**config.mk**
```make
export PLATFORM = sky130hd
export DESIGN_NAME = time_window_moving_average
export DESIGN_NICKNAME = d
export VERILOG_FILES = /design/src/rtl/twma_pkg.sv /design/src/rtl/time_window_moving_average.sv /design/src/rtl/twma_div.sv
export SDC_FILE = /design/constraint.sdc
export NUM_CORES = 2
export LEC_CHECK = 0
export BUFFER_PORTS_ARGS = -buffer_cell sky130_fd_sc_hd__buf_4
export CAP_MARGIN = 0
export CORE_MARGIN = 2
export CORE_UTILIZATION = 25
export CTS_BUF_LIST = sky130_fd_sc_hd__clkbuf_16
export DETAILED_ROUTE_END_ITERATION = 10
export PLACE_DENSITY = 0.41
export SLEW_MARGIN = 20
export SYNTH_ARGS = -nofsm -noshare
export SYNTH_HDL_FRONTEND = slang
export SYNTH_SLANG_ARGS = --single-unit
```
**constraint.sdc**
```tcl
create_clock -name clk -period 22.6 [get_ports clk]
set_input_delay 1.13 -clock clk [delete_from_list [all_inputs] [get_ports clk]]
set_output_delay 1.13 -clock clk [all_outputs]
set_load 0.005 [all_outputs]
```
**src/rtl/twma_pkg.sv**
```systemverilog
package twma_pkg;

  // Ring geometry (DEPTH must be a power of two so ring indexes wrap naturally)
  localparam int DEPTH      = 64;
  localparam int IDX_W      = $clog2(DEPTH);
  localparam int CNT_W      = $clog2(DEPTH + 1);
  localparam int VAL_W      = 32;
  localparam int STAMP_W    = 32;
  localparam int SUM_W      = VAL_W + IDX_W;
  localparam int DIV_STEP_W = $clog2(SUM_W + 1);

  localparam logic [STAMP_W-1:0] WINDOW_RESET = 32'd5000;

  typedef struct packed {
    logic [STAMP_W-1:0] timestamp_ms;
    logic [VAL_W-1:0]   sample_value;
  } in_item_t;

  typedef struct packed {
    logic [VAL_W-1:0] average;
    logic [6:0]       sample_count;
  } out_item_t;

  typedef struct packed {
    logic [STAMP_W-1:0] stamp;
    logic [VAL_W-1:0]   value;
  } ring_entry_t;

  typedef enum logic [2:0] {
    ST_IDLE,
    ST_INSERT,
    ST_REPLACE,
    ST_SCAN_RD,
    ST_SCAN,
    ST_DIVIDE,
    ST_EMIT
  } state_t;

endpackage

```
**src/rtl/time_window_moving_average.sv**
```systemverilog
// Time-windowed moving average.
// Input channel (in_valid / in_stall / in_data): one transaction per sample,
// carrying its millisecond timestamp and unsigned Q16.16 value. in_stall is
// high while an item is being processed; one item is handled at a time.
// Output channel (out_valid / out_stall / out_data): one transaction per input,
// the Q16.16 mean of the samples inside the window and their count.
// Configuration: cfg_wr_en / cfg_wr_data write window_ms (reset value 5000).
// Processing: the item is inserted into the ring (replacing the oldest entry
// when the ring is full), expired samples are walked out from the oldest end,
// the sum is divided by the held count in the serial divider, and the result
// is loaded into the output register. No new item is taken until the block
// is back in idle.
// Reset (rst, synchronous) empties the ring and clears the sum; ring memory
// contents are not cleared, only held entries are ever read.
// A stalled result is held in the output register; the block may finish the
// next item and then waits with in_stall high until the result is taken.
module time_window_moving_average (
  input  logic                clk,
  input  logic                rst,
  input  logic                in_valid,
  output logic                in_stall,
  input  twma_pkg::in_item_t  in_data,
  output logic                out_valid,
  input  logic                out_stall,
  output twma_pkg::out_item_t out_data,
  input  logic                cfg_wr_en,
  input  logic [31:0]         cfg_wr_data
);
  import twma_pkg::*;

  state_t             state;
  state_t             state_next;
  logic [STAMP_W-1:0] window_ms;
  logic [IDX_W-1:0]   oldest;
  logic [CNT_W-1:0]   held_count;
  logic [SUM_W-1:0]   running_sum;
  logic [STAMP_W-1:0] now;
  logic [VAL_W-1:0]   new_val;

  ring_entry_t        ring_mem [DEPTH];
  ring_entry_t        rd_data;
  logic               wr_en;
  logic [IDX_W-1:0]   wr_addr;
  logic [IDX_W-1:0]   rd_addr;

  logic               ring_full;
  logic               expire;
  logic [STAMP_W-1:0] age;
  logic               div_start;
  logic               div_done;
  logic [SUM_W-1:0]   quotient;
  logic               load_out;

  assign ring_full = held_count == CNT_W'(DEPTH);
  assign age       = now - rd_data.stamp;
  assign expire    = age > window_ms;
  assign in_stall  = state != ST_IDLE;

  // Configuration register
  always_ff @(posedge clk) begin
    if (rst) begin
      window_ms <= WINDOW_RESET;
    end else if (cfg_wr_en) begin
      window_ms <= cfg_wr_data;
    end
  end

  // Next state
  always_comb begin
    state_next = state;
    case (state)
      ST_IDLE:    if (in_valid) state_next = ST_INSERT;
      ST_INSERT:  state_next = ring_full ? ST_REPLACE : ST_SCAN_RD;
      ST_REPLACE: state_next = ST_SCAN_RD;
      ST_SCAN_RD: state_next = ST_SCAN;
      ST_SCAN:    if (!expire) state_next = ST_DIVIDE;
      ST_DIVIDE:  if (div_done) state_next = ST_EMIT;
      ST_EMIT:    if (!out_valid || !out_stall) state_next = ST_IDLE;
      default:    state_next = ST_IDLE;
    endcase
  end

  // Memory and divider controls
  always_comb begin
    wr_en     = 1'b0;
    wr_addr   = oldest;
    rd_addr   = oldest;
    div_start = 1'b0;
    load_out  = 1'b0;
    case (state)
      ST_INSERT: begin
        if (!ring_full) begin
          wr_en   = 1'b1;
          wr_addr = oldest + held_count[IDX_W-1:0];
        end
      end
      ST_REPLACE: wr_en = 1'b1;
      ST_SCAN: begin
        // read the next entry ahead so the expiry walk does not wait on the memory
        if (expire) rd_addr = oldest + 1'b1;
        else        div_start = 1'b1;
      end
      ST_EMIT:   load_out = !out_valid || !out_stall;
      default:   ;
    endcase
  end

  always_ff @(posedge clk) begin
    if (rst) state <= ST_IDLE;
    else     state <= state_next;
  end

  // Ring memory, one write and one registered read port
  always_ff @(posedge clk) begin
    if (wr_en) ring_mem[wr_addr] <= '{stamp: now, value: new_val};
    rd_data <= ring_mem[rd_addr];
  end

  // Captured input
  always_ff @(posedge clk) begin
    if (state == ST_IDLE && in_valid) begin
      now     <= in_data.timestamp_ms;
      new_val <= in_data.sample_value;
    end
  end

  // Ring pointers and running sum
  always_ff @(posedge clk) begin
    if (rst) begin
      oldest      <= '0;
      held_count  <= '0;
      running_sum <= '0;
    end else begin
      case (state)
        ST_INSERT: begin
          if (!ring_full) begin
            held_count  <= held_count + 1'b1;
            running_sum <= running_sum + SUM_W'(new_val);
          end
        end
        ST_REPLACE: begin
          running_sum <= running_sum - SUM_W'(rd_data.value) + SUM_W'(new_val);
          oldest      <= oldest + 1'b1;
        end
        ST_SCAN: begin
          if (expire) begin
            running_sum <= running_sum - SUM_W'(rd_data.value);
            oldest      <= oldest + 1'b1;
            held_count  <= held_count - 1'b1;
          end
        end
        default: ;
      endcase
    end
  end

  twma_div u_div (
    .clk      (clk),
    .rst      (rst),
    .start    (div_start),
    .dividend (running_sum),
    .divisor  (held_count),
    .done     (div_done),
    .quotient (quotient)
  );

  // Output register
  always_ff @(posedge clk) begin
    if (rst) begin
      out_valid <= 1'b0;
    end else if (load_out) begin
      out_valid <= 1'b1;
    end else if (!out_stall) begin
      out_valid <= 1'b0;
    end
  end

  always_ff @(posedge clk) begin
    if (load_out) begin
      out_data.average      <= quotient[VAL_W-1:0];
      out_data.sample_count <= 7'(held_count);
    end
  end

endmodule

```
**src/rtl/twma_div.sv**
```systemverilog
module twma_div (
  input  logic                        clk,
  input  logic                        rst,
  input  logic                        start,
  input  logic [twma_pkg::SUM_W-1:0]  dividend,
  input  logic [twma_pkg::CNT_W-1:0]  divisor,
  output logic                        done,
  output logic [twma_pkg::SUM_W-1:0]  quotient
);
  import twma_pkg::*;

  logic                  busy;
  logic [DIV_STEP_W-1:0] step;
  logic [CNT_W-1:0]      rem;
  logic [CNT_W:0]        rem_sh;
  logic                  fits;

  // One quotient bit per cycle, restoring form
  assign rem_sh = {rem, quotient[SUM_W-1]};
  assign fits   = rem_sh >= {1'b0, divisor};

  always_ff @(posedge clk) begin
    if (rst) begin
      busy <= 1'b0;
      done <= 1'b0;
      step <= '0;
    end else begin
      done <= 1'b0;
      if (start) begin
        busy <= 1'b1;
        step <= '0;
      end else if (busy) begin
        step <= step + 1'b1;
        if (step == DIV_STEP_W'(SUM_W - 1)) begin
          busy <= 1'b0;
          done <= 1'b1;
        end
      end
    end
  end

  // Shift register holds the dividend, then fills with quotient bits
  always_ff @(posedge clk) begin
    if (start) begin
      quotient <= dividend;
      rem      <= '0;
    end else if (busy) begin
      quotient <= {quotient[SUM_W-2:0], fits};
      rem      <= fits ? CNT_W'(rem_sh - {1'b0, divisor}) : rem_sh[CNT_W-1:0];
    end
  end

endmodule

```
==> results <==
- The flow ran to the end, and the final reports show no timing, DRC or antenna violations.
- The count of different cell masters after synthesis is 91.
- The area used by multi-input combinational logic is 50000 um^2.
- Along the worst path, the maximum fanout reaches 115.
- At the worst endpoint, the required time is 23520 ps.
- Setup repair after global routing left no endpoint under its margin.
- The HPWL after detailed placement is 402000 um.
- The number of setup violations in the final report is 0.
- The share of cells above drive strength 1 is 14.7%.
- The most common cell in the synthesized netlist is sky130_fd_sc_hd__edfxtp_1.
- The share of synthesized area occupied by flip-flops and latches is 71.0%.
- The clock transition at the registers of the reported paths is 60 ps.
- The slowest stage of the critical path is the sky130_fd_sc_hd__buf_4 cell.
- Global routing used 18.3% of the available tracks.
- During I/O placement, the number of pins put on the boundary was 142.
- Hold repair after CTS inserted 0 buffers.
- The dominant register cell in the synthesized netlist is sky130_fd_sc_hd__edfxtp_1.
- The area of all sequential standard cells is 131000 um^2.
- The initial antenna violation count is 70.
- The clock sink total is 4403.
- The largest vdd supply drop is 0.0679 mV.
- The power density normalized to cell area is 97.2 nW/um^2.
- After detailed routing, the average wire length per cell comes to 31.8 um.
- The worst min-delay path class is in2reg.
- The worst stage delay on the critical path is 780 ps.
- At the end of the flow, the number of nets in the layout was 12100.
- The largest net degree at the start of global routing is 116.
- For this run, design rule violations remaining after detail routing come to 0.
- The congestion estimate from routability-driven global placement came to 0.781.
- The most numerous cell type found on the critical path is sky130_fd_sc_hd__buf_4.
- The number of max-slew violations in the final report was 0.
- Sorting the synthesized cells by area gives the leading types as sky130_fd_sc_hd__edfxtp_1 (69%), sky130_fd_sc_hd__mux4_2 (4.7%), sky130_fd_sc_hd__mux2i_1 (4.4%).
- The cell family contributing the most delay on the critical path is buffers and inverters.
- From bottom edge to top edge, the die measures 862 um.
- Of all cell types, the one taking the most synthesized area is sky130_fd_sc_hd__edfxtp_1.
- The final setup TNS is 0 ps.
- Dividing the final minimum period by the clock period gives 52.0%.
- The global-route wire length before repair is 958000 um.
- The gate count of the mapped netlist is 11700.
- Compared with the post-synthesis result, the final layout area differs by 16.0%.
- The number of flops mapped to enable cells by yosys is 4237.
- The number of buffers and inverters on the critical path is 5.
- The post-synth net total is 12000.
- The longest clock path from root to sink contains 4 buffers.
- The effective utilization at floorplan is 25.0%.
- The count of instances resized after the clock tree is built is 0.
- Timing would allow up to 85.0 MHz.
- The final-report hold violation count is 0.
- For the finished layout, the period the worst path requires is 11760 ps.
- The worst relative slew slack is 17.8%.
- The synthesized netlist occupies a cell area of 184000 um^2.
- The worst setup path is of the reg2reg kind.
- Yosys printed 0 warnings.
- For this run the aggregate overflow at the end of global routing stands at 0.
- Dividing the synthesized area by the synthesized cell count gives 15.7 um^2.
- The static leakage power is 65.0 nW.
- Buffers inserted during clock tree synthesis total 476.
- The number of global-route vias before repair came to 111000.
- The worst hold slack across all endpoints is 217 ps.
- The type of element capturing the critical path is a flip-flop.
- The commonest cells after synthesis are sky130_fd_sc_hd__edfxtp_1 (4237), sky130_fd_sc_hd__nand2_1 (1117), sky130_fd_sc_hd__mux2i_1 (800).
- The first routing iteration left 13500 violations.
- The later-pin clock latency in the skew report is 1100 ps.
- The die covers 742000 um^2.
- Input and output buffers added on the ports amount to 141.
- Across the run, the number of max-cap violations was 0.
- The horizontal extent of the die is 862 um.
- The total setup buffers inserted after CTS is 0.
- The final layout contains routed wiring with a total length of 704000 um.
- The via count normalized by instance count is 5.17.
- The setup skew after layout is 108 ps.
- For this run, asynchronously set or reset flops after synthesis account for 0%.
- The count of nets left with antenna violations once routing finished came out at 0.
- The worst setup path is launched from a flip-flop.
- The CTS tree is built.
- Synthesis inferred 4403 register bits.
- The portion of synthesized cell area occupied by the leading cell type is 69.2%.
- CTS placed an instance of sky130_fd_sc_hd__clkbuf_16 at the clock tree root.
- The core area is 734000 um^2.
- The iteration count of the initial detailed-routing pass is 6.
- The total number of H-tree levels is 5.
- The initialized floorplan defines 315 standard-cell rows.
- The count of filler cells inserted in the layout is 73000.
- The data arrival time at the worst-slack endpoint is 12680 ps.
- The transition at the pin with the smallest max-transition slack is 1230 ps.
- The routed via count is 114000.
registers in the layout, indices dropped and copies added, names as in the netlist:
name            cells
held_count          7
new_val            32
now                32
oldest              6
out_data           39
out_valid           1
rd_data            64
ring_mem         4096
running_sum        38
state               3
u_div.busy          1
u_div.done          1
u_div.quotient     38
u_div.rem           7
u_div.step          6
window_ms          32
final timing paths:
kind         slack, ps                        start                    end  cells past startpoint
max reg2reg      10840             now[6]$_DFFE_PP_    rd_data[23]$_DFF_P_                     27
min                220                  in_data[63]      now[31]$_DFFE_PP_                      1
min reg2reg        450  u_div.quotient[2]$_DFFE_PP_  out_data[9]$_DFFE_PP_                      0
max              10840             now[6]$_DFFE_PP_    rd_data[23]$_DFF_P_                     27
power by group:
| group | leakage, nW | internal [mW] | switching [mW] |
|---|---|---|---|
| sequential | 39.5 | 9.23 | 0.203 |
| clock | 7.90 | 4.36 | 3.40 |
| combinational | 17.6 | 1.14 | 2.39 |
| total | 65.0 | 14.7 | 6.00 |
per-stage QoR:
step	cell area, um^2	power (mW)	cells	setup slack, ps	util (%)
after detailed placement	198000	13.1	21200	10880	27.0
after global placement	198000	13.1	21200	10930	26.9
final	213000	20.7	22100	10840	29.0
after global routing	213000	21.5	22100	10240	29.0
after floorplan	184000	11.7	11700	14240	-
after CTS	213000	20.9	22100	10870	29.0
routing by layer:
layer	global-route usage, %	part of all wire (%)
met2	29.7	46
met5	0	0.0065
met3	2.34	6.1
met1	26.1	45
met4	3.99	2.4
cell type report:
class / count / share of cell area, %
clock buffers: 481 / 5.64
multi-input cells: 6297 / 23.4
diodes: 15 / 0.0176
well taps: 9827 / 5.77
flip-flops and latches: 4403 / 61.2
repair buffers: 546 / 2.15
inverters: 140 / 0.250
clock inverters: 397 / 1.51
kinds of logic (layout without fill, tap and decap cells):
kind of cell	count (synthesis)	after routing	share of synthesized area, %
simple gates	2267	2267	5.48
compound gates	2531	2531	10.3
buf+inv	1001	1564	2.26
fa+ha+maj	153	153	1.07
flops	4403	4403	71.0
mux	1228	1228	9.34
xor+xnor	118	118	0.576
other cells	0	15	0
placed cells by master (no fill, tap or decap), drive strengths merged, types with 16 or more instances in the layout:
cell type	Yosys	routed
edfxtp	4237	4237
nand2	1118	1118
mux2i	800	800
buf	209	546
o22ai	516	516
clkbuf	646	481
o221ai	447	447
mux4	386	386
nand3	357	357
nor2	312	312
inv	138	269
o21ai	256	256
clkinv	2	214
a21oi	202	202
a311oi	193	193
nor3	169	169
a211oi	168	168
dfxtp	166	166
ha	147	147
nor2b	144	144
a31oi	142	142
a32oi	133	133
a2111oi	130	130
xnor2	74	74
or4	67	67
o22a	65	65
a221oi	65	65
o32ai	63	63
a21o	57	57
bufinv	0	45
xor2	44	44
mux2	42	42
o211ai	23	23
nand2b	19	19
and3	16	16
worst register-to-register path, cell delays in order, from the launching register on:
cell and delay [ps]:
sky130_fd_sc_hd__edfxtp_1 320, sky130_fd_sc_hd__buf_4 560, sky130_fd_sc_hd__ha_1 460, sky130_fd_sc_hd__a21o_1 210, sky130_fd_sc_hd__nor2_1 140, sky130_fd_sc_hd__or4b_2 640
sky130_fd_sc_hd__nand3_1 230, sky130_fd_sc_hd__a2111oi_0 250, sky130_fd_sc_hd__o31a_1 500, sky130_fd_sc_hd__a21oi_1 420, sky130_fd_sc_hd__nor3_1 120, sky130_fd_sc_hd__a2111oi_0 520
sky130_fd_sc_hd__xnor2_1 130, sky130_fd_sc_hd__ha_1 320, sky130_fd_sc_hd__nand4_2 150, sky130_fd_sc_hd__or4_1 580, sky130_fd_sc_hd__a211oi_2 270, sky130_fd_sc_hd__o31a_2 330
sky130_fd_sc_hd__o21ai_4 90, sky130_fd_sc_hd__nand2_4 690, sky130_fd_sc_hd__buf_12 690, sky130_fd_sc_hd__buf_4 840, sky130_fd_sc_hd__buf_4 750, sky130_fd_sc_hd__buf_4 860
sky130_fd_sc_hd__mux4_2 610, sky130_fd_sc_hd__o32ai_1 600, sky130_fd_sc_hd__or4_1 270, sky130_fd_sc_hd__a221oi_2 50
Power figures use the tool's default switching activity.
